--- src/rtl/core/cgps_pkg.sv ---
`default_nettype none

package cgps_pkg;

  // Pitch range in half-semitone steps
  localparam int LOWEST_HALF_STEP  = -24;
  localparam int HIGHEST_HALF_STEP = 5;

  // Rate table spans half steps RomBase .. RomBase + RomSize - 1
  localparam int RomBase = -24;
  localparam int RomSize = 30;

  localparam logic [15:0] WindowReset = 16'd250;

  localparam logic signed [6:0] PitchLo  = 7'(LOWEST_HALF_STEP);
  localparam logic signed [6:0] PitchHi  = 7'(HIGHEST_HALF_STEP);
  localparam logic signed [6:0] RomBase7 = 7'(RomBase);
  localparam logic signed [6:0] RomLast  = 7'(RomSize - 1);

  typedef enum logic [2:0] {
    GestNone       = 3'd0,
    GestSingleUp   = 3'd1,
    GestSingleDown = 3'd2,
    GestDoubleUp   = 3'd3,
    GestDoubleDown = 3'd4
  } gesture_e;

  // Encoder direction as it arrives on the bus
  localparam logic [1:0] DirNone = 2'b00;
  localparam logic [1:0] DirUp   = 2'b01;

  typedef struct packed {
    logic        action;    // 1 = click, 0 = tick
    logic [1:0]  click_dir;
    logic [31:0] now_ms;
  } item_t;

  typedef struct packed {
    gesture_e          gesture;
    logic signed [5:0] pitch_half;
    logic [16:0]       ratio_q16;
  } result_t;

  // round(65536 * 2^(k/24)) for k = -24 .. +5
  localparam logic [16:0] RATE_ROM [RomSize] = '{
    17'd32768, 17'd33728, 17'd34716, 17'd35734, 17'd36781, 17'd37859,
    17'd38968, 17'd40110, 17'd41285, 17'd42495, 17'd43740, 17'd45022,
    17'd46341, 17'd47699, 17'd49097, 17'd50535, 17'd52016, 17'd53540,
    17'd55109, 17'd56724, 17'd58386, 17'd60097, 17'd61858, 17'd63670,
    17'd65536, 17'd67456, 17'd69433, 17'd71468, 17'd73562, 17'd75717
  };

  // Saturate a widened pitch sum to the pitch range
  function automatic logic signed [5:0] clamp_pitch(input logic signed [6:0] v);
    logic signed [6:0] r;
    r = v;
    if (v < PitchLo) begin
      r = PitchLo;
    end else if (v > PitchHi) begin
      r = PitchHi;
    end
    return r[5:0];
  endfunction

  // Look up the playback rate, saturating the index at the table ends
  function automatic logic [16:0] rate_lookup(input logic signed [5:0] pitch);
    logic signed [6:0] idx;
    idx = {pitch[5], pitch} - RomBase7;
    if (idx < 7'sd0) begin
      idx = 7'sd0;
    end else if (idx > RomLast) begin
      idx = RomLast;
    end
    return RATE_ROM[idx[4:0]];
  endfunction

endpackage

`default_nettype wire

--- src/rtl/core/cgps_step.sv ---
`default_nettype none

module cgps_step (
  input  wire logic             clk_i,
  input  wire logic             rst_ni,
  input  wire logic             fire_i,
  input  wire cgps_pkg::item_t  item_i,
  input  wire logic [15:0]      window_i,
  output cgps_pkg::result_t     res_o
);

  logic signed [5:0] pitch_q, pitch_d;
  logic              pend_q, pend_d;      // a click is pending
  logic              pend_up_q, pend_up_d;
  logic [31:0]       pend_time_q, pend_time_d;

  logic              in_window;
  logic              click_valid;
  logic              click_up;
  logic signed [6:0] delta;
  cgps_pkg::gesture_e gesture;

  // Elapsed time wraps modulo 2^32
  assign in_window   = (item_i.now_ms - pend_time_q) <= {16'd0, window_i};
  assign click_valid = item_i.click_dir != cgps_pkg::DirNone;
  assign click_up    = item_i.click_dir == cgps_pkg::DirUp;

  // Decide the gesture and the next pending click
  always_comb begin
    pend_d      = pend_q;
    pend_up_d   = pend_up_q;
    pend_time_d = pend_time_q;
    delta       = 7'sd0;
    gesture     = cgps_pkg::GestNone;
    if (item_i.action) begin
      if (click_valid) begin
        if (pend_q && (pend_up_q == click_up) && in_window) begin
          // same way inside the window: double step, drop the pending click
          pend_d  = 1'b0;
          delta   = click_up ? 7'sd2 : -7'sd2;
          gesture = click_up ? cgps_pkg::GestDoubleUp : cgps_pkg::GestDoubleDown;
        end else begin
          // commit any pending single, hold the new click
          pend_d      = 1'b1;
          pend_up_d   = click_up;
          pend_time_d = item_i.now_ms;
          if (pend_q) begin
            delta   = pend_up_q ? 7'sd1 : -7'sd1;
            gesture = pend_up_q ? cgps_pkg::GestSingleUp : cgps_pkg::GestSingleDown;
          end
        end
      end
    end else if (pend_q && !in_window) begin
      // window expired: commit the pending single
      pend_d  = 1'b0;
      delta   = pend_up_q ? 7'sd1 : -7'sd1;
      gesture = pend_up_q ? cgps_pkg::GestSingleUp : cgps_pkg::GestSingleDown;
    end
    pitch_d = cgps_pkg::clamp_pitch({pitch_q[5], pitch_q} + delta);
  end

  // Result for the current item reflects the state after it
  always_comb begin
    res_o.gesture    = gesture;
    res_o.pitch_half = pitch_d;
    res_o.ratio_q16  = cgps_pkg::rate_lookup(pitch_d);
  end

  // Advance the state on each item
  always_ff @(posedge clk_i or negedge rst_ni) begin
    if (!rst_ni) begin
      pitch_q     <= '0;
      pend_q      <= 1'b0;
      pend_up_q   <= 1'b0;
      pend_time_q <= '0;
    end else if (fire_i) begin
      pitch_q     <= pitch_d;
      pend_q      <= pend_d;
      pend_up_q   <= pend_up_d;
      pend_time_q <= pend_time_d;
    end
  end

endmodule

`default_nettype wire

--- src/rtl/core/click_gesture_pitch_stepper_unit.sv ---
`default_nettype none

// Click-gesture pitch stepper. Each input word is an encoder click or a time
// tick with a millisecond timestamp, and each gives exactly one output word
// with the gesture, the clamped pitch offset (-24..+5 half-semitones) and its
// Q16 playback rate. Each word goes through an input register, then one pass
// of window compare, pitch clamp and table lookup into the output register.
// One word is taken every cycle; the only limit is backpressure on the output
// side. The user writes the double-click window (reset 250 ms) over the cfg
// port only while no word is in flight; the block itself does not enforce this.
module click_gesture_pitch_stepper_unit (
  input  wire logic        clk_i,
  input  wire logic        rst_ni,
  // configuration: double_window_ms
  input  wire logic        cfg_valid_i,
  output logic             cfg_ready_o,
  input  wire logic [15:0] cfg_data_i,
  // input stream
  input  wire logic        s_axis_tvalid_i,
  output logic             s_axis_tready_o,
  input  wire logic [39:0] s_axis_tdata_i,  // click_dir[1:0], now_ms[33:2], zero pad
  input  wire logic        s_axis_tuser_i,  // action
  // output stream
  output logic             m_axis_tvalid_o,
  input  wire logic        m_axis_tready_i,
  output logic [31:0]      m_axis_tdata_o   // gesture[2:0], pitch_half[8:3],
                                            // ratio_q16[25:9], zero pad
);

  logic [15:0]         window_q;
  logic                in_valid_q;
  cgps_pkg::item_t     in_item_q;
  logic                out_valid_q;
  cgps_pkg::result_t   out_res_q;
  cgps_pkg::result_t   step_res;
  logic                out_free;
  logic                advance;
  logic                in_take;

  // Window register, always ready
  assign cfg_ready_o = 1'b1;

  always_ff @(posedge clk_i or negedge rst_ni) begin
    if (!rst_ni) begin
      window_q <= cgps_pkg::WindowReset;
    end else if (cfg_valid_i) begin
      window_q <= cfg_data_i;
    end
  end

  // Pipeline handshake
  assign out_free        = !out_valid_q || m_axis_tready_i;
  assign advance         = in_valid_q && out_free;
  assign s_axis_tready_o = !in_valid_q || out_free;
  assign in_take         = s_axis_tvalid_i && s_axis_tready_o;

  // Input register
  always_ff @(posedge clk_i or negedge rst_ni) begin
    if (!rst_ni) begin
      in_valid_q <= 1'b0;
    end else if (in_take) begin
      in_valid_q <= 1'b1;
    end else if (advance) begin
      in_valid_q <= 1'b0;
    end
  end

  always_ff @(posedge clk_i) begin
    if (in_take) begin
      in_item_q.action    <= s_axis_tuser_i;
      in_item_q.click_dir <= s_axis_tdata_i[1:0];
      in_item_q.now_ms    <= s_axis_tdata_i[33:2];
    end
  end

  cgps_step u_step (
    .clk_i    (clk_i),
    .rst_ni   (rst_ni),
    .fire_i   (advance),
    .item_i   (in_item_q),
    .window_i (window_q),
    .res_o    (step_res)
  );

  // Output register
  always_ff @(posedge clk_i or negedge rst_ni) begin
    if (!rst_ni) begin
      out_valid_q <= 1'b0;
    end else if (advance) begin
      out_valid_q <= 1'b1;
    end else if (m_axis_tready_i) begin
      out_valid_q <= 1'b0;
    end
  end

  always_ff @(posedge clk_i) begin
    if (advance) begin
      out_res_q <= step_res;
    end
  end

  assign m_axis_tvalid_o = out_valid_q;
  assign m_axis_tdata_o  = {6'd0, out_res_q.ratio_q16, out_res_q.pitch_half,
                            out_res_q.gesture};

endmodule

`default_nettype wire
--- config.mk ---
export PLATFORM = sky130hd
export DESIGN_NAME = click_gesture_pitch_stepper_unit
export DESIGN_NICKNAME = d
export VERILOG_FILES = /design/src/rtl/core/cgps_pkg.sv /design/src/rtl/core/cgps_step.sv /design/src/rtl/core/click_gesture_pitch_stepper_unit.sv
export SDC_FILE = /design/constraint.sdc
export NUM_CORES = 1
export LEC_CHECK = 0
export ABC_AREA = 0
export BUFFER_PORTS_ARGS = -buffer_cell sky130_fd_sc_hd__buf_2
export CELL_PAD_IN_SITES_DETAIL_PLACEMENT = 1
export CELL_PAD_IN_SITES_GLOBAL_PLACEMENT = 1
export CORE_MARGIN = 2
export CORE_UTILIZATION = 42
export DETAILED_ROUTE_END_ITERATION = 7
export PLACE_DENSITY = 0.82
export SLEW_MARGIN = 25
export SYNTH_ARGS = -nofsm -noshare
export SYNTH_HDL_FRONTEND = slang
export SYNTH_SLANG_ARGS = --single-unit
export TNS_END_PERCENT = 5
--- constraint.sdc ---
create_clock -name clk_i -period 8.3 [get_ports clk_i]
set_input_delay 0 -clock clk_i [delete_from_list [all_inputs] [get_ports clk_i]]
set_output_delay 0 -clock clk_i [all_outputs]
set_load 0.01 [all_outputs]
==> impl_metrics.py, run 1 <==
metrics = {
    "status": {
        "run_status": "completed",
    },
    "timing": {
        "min_period_ps": 8110,
        "skew_ps": 13.1,
        "timing.slew.headroom_pct": 35.4,
        "fmax_mhz": 123,
        "finalSetupViolCount": 0,
        "fin_crit_sh_pct": 97.7,
        "maxSlewViolCount": 0,
        "hold_violations": 0,
        "worstMarginPinSlew_ps": 968,
        "setup_ws_ps": 193,
        "fin_tns_setup_ps": 0,
    },
    "global_routing": {
        "grt_pass1_wl_mm": 36.3,
        "overflow": 0,
        "grt_usage_pct": 22.3,
        "grt_pass1_vias": 7192,
        "grt_max_degree": 59,
        "antenna_found_initial": 0,
    },
    "synth": {
        "seq_area_frac_synth_pct": 40.0,
        "syn_area_mm2": 0.00824,
        "synth_cell_types": 86,
        "ys.flop_type": "edfxtp_1",
        "synth-edff-count": 61,
        "yosysTopAreaCell": "edfxtp_1",
        "yosys_register_bits": 119,
        "netlist_top_cells_area": "edfxtp_1, dfrtp_1, ha_1",
        "netlist.area_leader.share_pct": 22.2,
        "avgSynthCellArea_um2": 9.68,
        "synth_cells": 851,
        "async_reset_ff_share_pct": 48.7,
        "yosysWarnings": 0,
    },
    "routing": {
        "drt_iter0_drc": 396,
        "wl_per_cell_um": 18.2,
        "postRouteAntennaNets": 0,
        "met1Wirelength_mm": 10.6,
        "totalWireLength_mm": 23.1,
        "firstDrtPassIters": 5,
        "dr_wl_met3_um": 972,
        "drc_errors": 0,
        "top_layer": "met4",
        "num_vias": 7070,
        "met2_length_mm": 11.1,
        "vias_per_cell": 5.58,
    },
    "clock_network": {
        "cts.htree.levels": 4,
        "ctsLongestPathBuffers": 2,
        "clock-sinks": 119,
        "cts_tree": "yes",
        "clk_pin_slew_worst_paths_ps": 60,
        "cts_root_buf": "clkbuf_16",
        "clkLatencyLatePin_ps": 430,
        "numCtsBuffers": 17,
    },
    "worst_setup_path": {
        "critPathMaxStageDelay_ps": 590,
        "crit_required_ps": 8480,
        "crit_path_start_kind": "flop",
        "cp.arrival_ps": 8290,
        "worst-setup-path-type": "flop to flop",
        "end_kind": "flop",
        "cp_top_family": "compound AO/OA/AOI/OAI gates",
        "critPathBufInv": 2,
        "crit_path_top_delay_cell": "or4_4",
        "cp_common_cell": "ha_1",
        "crit_fanout": 6,
    },
    "hold_path": {
        "holdCritPathClass": "input port to flop",
    },
    "pwr": {
        "power.density_mw_per_mm2": 405,
        "ir_worst_vdd_uv": 409,
        "power_leakage_uw": 0.00438,
    },
    "cells_and_area": {
        "fill_cells": 2196,
        "final_area_mm2": 0.0101,
        "fin_util_pct": 52.3,
        "nNetsFinal": 1118,
        "drive_gt1_share_pct": 21.4,
        "multi_input_area_mm2": 0.00453,
        "seqCellArea_mm2": 0.00329,
        "syn2layout_area_growth_pct": 22.7,
        "diodes": 0,
    },
    "floorplanning": {
        "die_h_um": 144,
        "start_util_pct": 42.6,
        "die_w_um": 144,
        "io_pins": 97,
        "design.core.area_mm2": 0.0193,
        "dieArea_mm2": 0.0207,
        "rows": 51,
    },
    "placed_design": {
        "io_buffers": 83,
        "place_ws_ps": 15.1,
        "dpl.hpwl_mm": 15.3,
        "placed_area_mm2": 0.00888,
        "gp_congestion": 0.850,
    },
    "job": {
        "drv_cap": 0,
    },
}
## worst reg2reg max path, delay by kind of cell (launching register included)
kind	cells	cell delay, ps
flip-flops	1	380
AND/OR/NAND/NOR	9	2100
buffers and inverters	2	250
AO/OA/AOI/OAI	16	3740
XOR/XNOR	1	180
adder cells (fa/ha/maj)	4	1220
## routing by layer
layer / vias up / GRT usage [%]
li1: 3358 / -
met1: 3495 / 29.5
met2: 181 / 37.2
met3: 36 / 3.81
met4: 0 / 7.12
met5: - / 0
## cell usage after synthesis (5+ instances only)
cell      number
a211oi_1      10
a21o_1        11
a21oi_1       57
a311oi_1       5
a31o_2         6
a31oi_1       15
and2_1        11
and3_1         5
buf_4          7
clkbuf_1      25
dfrtp_1       52
dfstp_2        6
edfxtp_1      61
ha_1          65
inv_1         63
mux2_2         6
mux2_4        28
nand2_1       87
nand2b_1      12
nand3_1       19
nand4_1       15
nor2_1        49
nor2b_1        8
nor3_1         9
nor3b_1        5
o211ai_1      14
o21a_1         7
o21ai_0       60
xnor2_1       14
xor2_1        10
## final timing paths
kind	startpoint	endpoint	slack [ps]	cells past startpoint
max in group asynchronous	rst_ni	u_step.pend_time_q[29]	7480	3
min in group asynchronous	rst_ni	u_step.pend_time_q[1]	270	3
worst max-delay path	u_step.pend_time_q[1]	m_axis_tdata_o[20]	190	32
worst min-delay path	cfg_valid_i	window_q[7]	30	3
worst min register to register	u_step.pitch_q[5]	u_step.pitch_q[5]	490	2
worst max register to register	u_step.pend_time_q[1]	m_axis_tdata_o[20]	190	32
## placed cells by master (no fill, tap or decap), types with 8 or more instances in the layout
| cell type | count |
|---|---|
| a211oi_1 | 9 |
| a21o_1 | 11 |
| a21oi_1 | 56 |
| a31oi_1 | 14 |
| and2_1 | 10 |
| buf_2 | 83 |
| buf_4 | 19 |
| clkbuf_16 | 17 |
| dfrtp_1 | 52 |
| dlygate4sd3_1 | 55 |
| edfxtp_1 | 61 |
| ha_1 | 63 |
| inv_1 | 61 |
| mux2_4 | 28 |
| nand2_1 | 87 |
| nand2b_1 | 12 |
| nand3_1 | 19 |
| nand4_1 | 15 |
| nor2_1 | 49 |
| nor2b_1 | 8 |
| nor3_1 | 9 |
| o211ai_1 | 14 |
| o21ai_0 | 57 |
| xnor2_1 | 14 |
| xor2_1 | 9 |
## final cells by class
cell class	count	area share, %
Clock inverter	12	1.29
Sequential cell	119	32.6
Tap cell	265	3.28
Multi-Input combinational cell	628	44.9
Inverter	65	2.41
Timing Repair Buffer	158	11.2
Clock buffer	20	4.42
## logic make-up (layout without fill, tap and decap cells)
| group | count (synthesis) | after routing | share of synthesized area [%] |
|---|---|---|---|
| multiplexers | 38 | 38 | 6.41 |
| AND/OR/NAND/NOR | 253 | 253 | 15.4 |
| buffers and inverters | 109 | 255 | 6.30 |
| adder cells (fa/ha/maj) | 67 | 67 | 10.4 |
| other | 2 | 7 | 0.0912 |
| flip-flops | 119 | 119 | 40.0 |
| XOR/XNOR | 24 | 24 | 2.55 |
| AO/OA/AOI/OAI | 239 | 239 | 18.9 |
## sequential cells by signal, summed over array words and instances (netlist names)
register            count
window_q               16
u_step.pend_time_q     32
m_axis_tvalid_o         1
in_valid_q              1
u_step.pitch_q          6
u_step.pend_up_q        1
u_step.pend_q           1
m_axis_tdata_o         26
in_item_q              35
## repair_timing
item                                   4_1_cts  5_1_grt
resized for setup                            1       17
setup endpoints to repair                    6       17
endpoints found under the hold margin      105        0
hold buffers                                55        0
cloned                                       0        0
buffers inserted                             0        3
pin swaps                                    0        8
## report_power, final
group / total (µW) / switching, µW / leakage, µW / internal (µW)
logic: 2470 / 1480 / 0.00284 / 984
registers: 897 / 63.0 / 0.00127 / 834
clock network: 729 / 281 / 0.000268 / 448
## per-stage QoR
| step | hold slack, ps | cells | total power (µW) |
|---|---|---|---|
| floorplan | -296 | 856 | 2510 |
| global placement | 176 | 1177 | 3090 |
| detailed placement | 179 | 1177 | 3170 |
| CTS | 20.6 | 1264 | 3980 |
| global route | 68.0 | 1267 | 4380 |
| finish | 29.2 | 1267 | 4090 |
No activity file was read; power rests on OpenSTA's default activity.
==> run 2: changes to the inputs <==
--- a/config.mk
+++ b/config.mk
@@ -5,14 +5,14 @@
 export SDC_FILE = /design/constraint.sdc
 export NUM_CORES = 1
 export LEC_CHECK = 0
-export ABC_AREA = 0
+export ABC_AREA = 1
 export BUFFER_PORTS_ARGS = -buffer_cell sky130_fd_sc_hd__buf_2
 export CELL_PAD_IN_SITES_DETAIL_PLACEMENT = 1
 export CELL_PAD_IN_SITES_GLOBAL_PLACEMENT = 1
 export CORE_MARGIN = 2
-export CORE_UTILIZATION = 42
+export CORE_UTILIZATION = 39
 export DETAILED_ROUTE_END_ITERATION = 7
-export PLACE_DENSITY = 0.82
+export PLACE_DENSITY = 0.81
 export SLEW_MARGIN = 25
 export SYNTH_ARGS = -nofsm -noshare
 export SYNTH_HDL_FRONTEND = slang
==> run 2 against run 1 <==
Effect of this change:
- core utilization down 3.9 points
- routed wire length up 5.5%
- synthesized cell count up 37%
- setup slack better by 650 ps
- sequential share of layout area down 0.38 points
- via count up 12%
- worst hold slack worse by 4.3 ps
- clock power down 2%
- first-iteration DRC count down 2.8%
- largest power group unchanged
- final cell count up 25%
- global-route usage up 0.21 points
- non-clock buffer count down 13
==> impl_metrics.py, run 2 <==
metrics = {
    "timing": {
        "worstMarginPinSlew_ps": 791,
        "hold_violations": 0,
        "finalSetupViolCount": 0,
        "fmax_mhz": 134,
        "maxSlewViolCount": 0,
        "fin_crit_sh_pct": 89.9,
        "min_period_ps": 7460,
        "fin_tns_setup_ps": 0,
        "rsz0062_at_grt": "no",
        "timing.slew.headroom_pct": 47.2,
        "skew_ps": 10.7,
    },
    "worst_setup_path": {
        "crit_fanout": 9,
        "end_kind": "flop",
        "rr_worst_depth": 49,
        "cp_common_cell": "nand2_1",
        "cp.arrival_ps": 7610,
        "critPathMaxStageDelay_ps": 470,
        "crit_required_ps": 8450,
        "reg2reg_from": "in_item_q[0]",
        "worstSetupEndpoint": "m_axis_tdata_o[16]",
        "crit_path_start_kind": "flop",
        "cp-startpoint": "in_item_q[0]",
        "r2r_end": "m_axis_tdata_o[16]",
        "crit_path_top_delay_cell": "fa_1",
        "worst-setup-path-type": "flop to flop",
        "r2r_slack_ps": 840,
    },
    "floorplanning": {
        "design.core.area_mm2": 0.0212,
        "rows": 53,
        "dieArea_mm2": 0.0228,
        "die_w_um": 151,
        "start_util_pct": 39.9,
        "die_h_um": 151,
        "io_pins": 97,
    },
    "synth": {
        "netlist_top_cells_area": "edfxtp_1, nand2_1, dfrtp_1",
        "async_reset_ff_share_pct": 48.7,
        "seq_area_frac_synth_pct": 39.0,
        "ys.flop_type": "edfxtp_1",
        "yosysMostFrequentCell": "nand2_1",
        "synth_cell_types": 39,
        "synthTopCellsByCount": "nand2_1, inv_1, nor2_1",
        "avgSynthCellArea_um2": 7.25,
        "synth-edff-count": 61,
        "yosysTopAreaCell": "edfxtp_1",
        "syn_area_mm2": 0.00844,
        "yosys_register_bits": 119,
        "netlist.area_leader.share_pct": 21.7,
        "synth_cells": 1165,
        "yosysWarnings": 0,
    },
    "routing": {
        "drt_iter0_drc": 385,
        "vias_per_cell": 4.97,
        "postRouteAntennaNets": 0,
        "num_vias": 7905,
        "firstDrtPassIters": 5,
        "wl_per_cell_um": 15.3,
        "totalWireLength_mm": 24.4,
        "drc_errors": 0,
    },
    "global_routing": {
        "overflow": 0,
        "grt_max_degree": 59,
        "grt_pass1_vias": 8292,
        "antenna_found_initial": 0,
        "grt_pass1_wl_mm": 40.4,
        "grt_usage_pct": 22.5,
    },
    "clock_network": {
        "clock-sinks": 119,
        "cts_tree": "yes",
        "cts_setup_buffers": 0,
        "cts.htree.levels": 4,
        "clkLatencyLatePin_ps": 420,
        "numCtsBuffers": 17,
        "cts_root_buf": "clkbuf_16",
        "clk_pin_slew_worst_paths_ps": 60,
        "ctsLongestPathBuffers": 2,
    },
    "hold_path": {
        "holdCritPathClass": "input port to flop",
    },
    "placed_design": {
        "placed_area_mm2": 0.00908,
        "io_buffers": 83,
        "gp_congestion": 0.917,
        "dpl.hpwl_mm": 17.6,
    },
    "pwr": {
        "power.density_mw_per_mm2": 474,
        "power_leakage_uw": 0.00542,
        "ir_worst_vdd_uv": 485,
    },
    "cells_and_area": {
        "final_cell_mix": "nand2_1, inv_1, buf_2, nor2_1, ha_1",
        "final_common_cell": "nand2_1",
        "drive_gt1_share_pct": 11.2,
        "syn2layout_area_growth_pct": 21.1,
        "top_register": "in_item_q",
        "nNetsFinal": 1431,
        "diodes": 0,
        "largest_reg_flops": 35,
        "final_area_mm2": 0.0102,
    },
    "status": {
        "run_status": "completed",
    },
    "job": {
        "drv_cap": 0,
    },
}
run 2: changes by cell type after synthesis, moves of 12 or more:
cell      change
a21oi_1      -21
a31oi_1      -15
clkbuf_1     -14
inv_1       +139
mux2_4       -28
nand2_1     +334
nand2b_1     -12
nand3_1      +45
nand4_1      +31
nor2_1       +19
o21ai_0      -16
run 2: worst min-delay path by stage:
| stage | cells after the start | end | from |
|---|---|---|---|
| 4_1_cts | 3 | window_q[5] | cfg_valid_i |
| 2_1_floorplan | 0 | in_valid_q | rst_ni |
| 3_3_place_gp | 1 | in_item_q[34] | s_axis_tuser_i |
| 5_1_grt | 3 | window_q[3] | cfg_valid_i |
| 3_5_place_dp | 1 | in_item_q[2] | s_axis_tdata_i[4] |
| 6_report | 3 | window_q[5] | cfg_valid_i |
run 2: power by group:
group / total [µW] / switching (µW) / leakage (µW) / internal, µW
logic: 3140 / 2150 / 0.00385 / 986
clock network: 714 / 275 / 0.000268 / 439
registers: 991 / 70.3 / 0.00130 / 921
run 2: what timing repair did:
| item | 4_1_cts | 5_1_grt |
|---|---|---|
| hold buffers | 56 | 0 |
| hold endpoints to repair | 105 | 0 |
| setup endpoints to repair | 0 | 12 |
| resized for setup | 0 | 5 |
run 2: kinds of logic (layout without fill, tap and decap cells):
logic type,Yosys count,count (layout),share of synthesized area [%]
AO/OA/AOI/OAI,94,94,6.00
XOR/XNOR,20,20,2.08
adder cells (fa/ha/maj),67,67,10.1
buffers and inverters,237,382,11.3
flip-flops,119,119,39.0
multiplexers,1,1,0.133
other,2,7,0.0890
AND/OR/NAND/NOR,625,625,31.3
run 2: critical path: cells and delay by family, from the launching register on:
family | cells | cell delay, ps
flip-flops | 1 | 350
adder cells (fa/ha/maj) | 6 | 1940
AND/OR/NAND/NOR | 30 | 3240
buffers and inverters | 7 | 670
AO/OA/AOI/OAI | 5 | 690
XOR/XNOR | 1 | 270
run 2: metal layers:
layer | wire length (µm) | GRT usage [%] | vias to the layer above
li1 | - | - | 3946
met3 | 700 | 3.22 | 33
met4 | 446 | 7.24 | 0
met5 | 0 | 0 | -
met2 | 11500 | 37.8 | 136
met1 | 11800 | 30.0 | 3790
run 2: area by class of cell:
cell class / instances / area [µm²]
clock buffer: 19 / 433
clock inverter: 13 / 131
fill: 2692 / 10900
tap: 275 / 344
multi-input combinational: 814 / 4230
sequential: 119 / 3290
inverter: 205 / 769
timing repair buffer: 145 / 1020
run 2: metrics by stage:
stage | setup WS [ps] | std cells | total power, µW | utilization [%] | hold slack (ps)
2_1_floorplan | 1890 | 1170 | 3260 | - | -296
3_5_place_dp | 624 | 1502 | 4010 | 42.9 | 179
6_report | 840 | 1590 | 4840 | 48.3 | 24.9
3_3_place_gp | 899 | 1502 | 3910 | 42.9 | 177
5_1_grt | 24.1 | 1590 | 5340 | 48.3 | 78.7
4_1_cts | 568 | 1590 | 4800 | 48.2 | 6.43
==> run 3: changes to the inputs <==
--- a/config.mk
+++ b/config.mk
@@ -9,6 +9,7 @@
 export BUFFER_PORTS_ARGS = -buffer_cell sky130_fd_sc_hd__buf_2
 export CELL_PAD_IN_SITES_DETAIL_PLACEMENT = 1
 export CELL_PAD_IN_SITES_GLOBAL_PLACEMENT = 1
+export CORE_ASPECT_RATIO = 1.4
 export CORE_MARGIN = 2
 export CORE_UTILIZATION = 39
 export DETAILED_ROUTE_END_ITERATION = 7
==> run 3 against run 2 <==
Effect of this change:
- critical endpoint unchanged
- core utilization shrank 0.073 points
- final cell count shrank 0.69%
- clock-buffer cell count grew 2
- setup slack lost 90 ps
- critical path type unchanged
- flip-flop and latch count is the same
- worst hold slack lost 8.1 ps
==> impl_metrics.py, run 3 (synthesis gave the netlist of run 2 again) <==
metrics = {
    "clock_network": {
        "cts_tree": "yes",
        "clkLatencyLatePin_ps": 430,
        "cts_root_buf": "clkbuf_16",
        "cts.htree.levels": 4,
        "numCtsBuffers": 17,
        "clock-sinks": 119,
        "cts_setup_buffers": 0,
        "ctsLongestPathBuffers": 2,
        "clk_pin_slew_worst_paths_ps": 60,
    },
    "routing": {
        "firstDrtPassIters": 4,
        "num_vias": 8059,
        "totalWireLength_mm": 25.6,
        "wl_per_cell_um": 16.2,
        "drc_errors": 0,
        "vias_per_cell": 5.10,
        "postRouteAntennaNets": 0,
        "drt_iter0_drc": 282,
    },
    "worst_setup_path": {
        "cp.arrival_ps": 7700,
        "worst-setup-path-type": "flop to flop",
        "crit_path_top_delay_cell": "fa_1",
        "cp_common_cell": "nand2_1",
        "crit_required_ps": 8450,
        "crit_path_start_kind": "flop",
        "crit_fanout": 9,
        "end_kind": "flop",
        "critPathMaxStageDelay_ps": 470,
    },
    "cells_and_area": {
        "drive_gt1_share_pct": 11.1,
        "fin_util_pct": 48.3,
        "syn2layout_area_growth_pct": 21.2,
        "nNetsFinal": 1435,
        "final_common_cell": "nand2_1",
        "top_register": "in_item_q",
        "diodes": 0,
        "final_area_mm2": 0.0102,
        "fill_cells": 2679,
        "final_cell_mix": "nand2_1, inv_1, buf_2, nor2_1, ha_1",
        "largest_reg_flops": 35,
    },
    "floorplanning": {
        "die_h_um": 178,
        "start_util_pct": 39.8,
        "design.core.area_mm2": 0.0212,
        "die_w_um": 128,
        "rows": 63,
        "io_pins": 97,
        "dieArea_mm2": 0.0229,
    },
    "placed_design": {
        "gp_congestion": 0.915,
        "dpl.hpwl_mm": 19.1,
        "io_buffers": 83,
        "placed_area_mm2": 0.00908,
    },
    "timing": {
        "maxSlewViolCount": 0,
        "rsz0062_at_grt": "no",
        "worstMarginPinSlew_ps": 782,
        "finalSetupViolCount": 0,
        "skew_ps": 11.7,
        "timing.slew.headroom_pct": 47.9,
        "fin_crit_sh_pct": 91.0,
        "fmax_mhz": 132,
        "min_period_ps": 7550,
        "hold_violations": 0,
        "fin_tns_setup_ps": 0,
    },
    "global_routing": {
        "grt_pass1_vias": 8601,
        "met1_usage_pct": 24.5,
        "busiest_layer": "met2",
        "grt_util_met2_pct": 44.8,
        "grt_max_degree": 59,
        "grt_usage_pct": 23.5,
        "antenna_found_initial": 0,
        "grt_pass1_wl_mm": 41.9,
        "overflow": 0,
        "met3_usage_pct": 4.32,
    },
    "hold_path": {
        "holdCritPathClass": "input port to flop",
    },
    "job": {
        "drv_cap": 0,
    },
    "status": {
        "run_status": "completed",
    },
}
[run 3: cell count changes in the layout (fill, tap and decap cells not counted)]
cell	previous run	this run
nand2_4	2	1
nor4_1	1	2
clkbuf_8	0	1
clkinv_2	3	1
clkinv_1	2	1
dlygate4sd3_1	56	57
nand2_2	4	3
buf_4	6	9
nor4_2	1	0
nand2_1	418	420
clkinvlp_4	3	4
clkbuf_1	2	3
[run 3: layout make-up]
cell class | instances | area, µm² | area share [%]
clock buffers | 21 | 450 | 4.40
flip-flops and latches | 119 | 3290 | 32.2
repair buffers | 149 | 1050 | 10.3
well taps | 260 | 325 | 3.18
clock inverters | 11 | 125 | 1.22
multi-input cells | 814 | 4220 | 41.2
inverters | 205 | 769 | 7.52
[run 3: routing by layer]
metal | part of all wire (%) | up-vias | routed length [µm]
li1 | - | 3959 | -
met1 | 39 | 3864 | 10000
met2 | 54 | 172 | 13800
met3 | 2.9 | 64 | 735
met4 | 4.3 | 0 | 1110
met5 | 0 | - | 0
[run 3: repair_timing]
action | CTS | global route
hold endpoints to repair | 105 | 0
gates resized for setup | 0 | 1
hold buffers | 57 | 0
endpoints found under the setup margin | 0 | 4
[run 3: path summary, 6_finish.rpt]
path / from / end / slack [ps] / cells after the start
max: in_item_q[0] / m_axis_tdata_o[16] / 750 / 50
min: cfg_valid_i / window_q[7] / 20 / 3
max reg2reg: in_item_q[0] / m_axis_tdata_o[16] / 750 / 50
min reg2reg: u_step.pend_time_q[10] / u_step.pend_time_q[10] / 470 / 2
max in group asynchronous: rst_ni / u_step.pend_time_q[31] / 7490 / 3
min in group asynchronous: rst_ni / window_q[15] / 290 / 3
[run 3: critical path: cells and delay by family (launching register included)]
kind / cells / cell delay, ps
compound gates: 3 / 450
xor+xnor: 1 / 90
flops: 1 / 370
fa+ha+maj: 6 / 1910
simple gates: 33 / 3770
buf+inv: 7 / 660
[run 3: per-stage QoR]
stage / instances / worst slack, ps / hold slack (ps)
2_1_floorplan: 1170 / 1890 / -296
3_3_place_gp: 1490 / 925 / 178
3_5_place_dp: 1490 / 641 / 178
4_1_cts: 1579 / 606 / 5.23
5_1_grt: 1579 / 28.2 / 60.2
6_report: 1579 / 749 / 16.8
Power of run 3 is left out: the tool's default activity adds up to more than one toggle a clock period on the data nets, which glitch-free logic cannot reach.
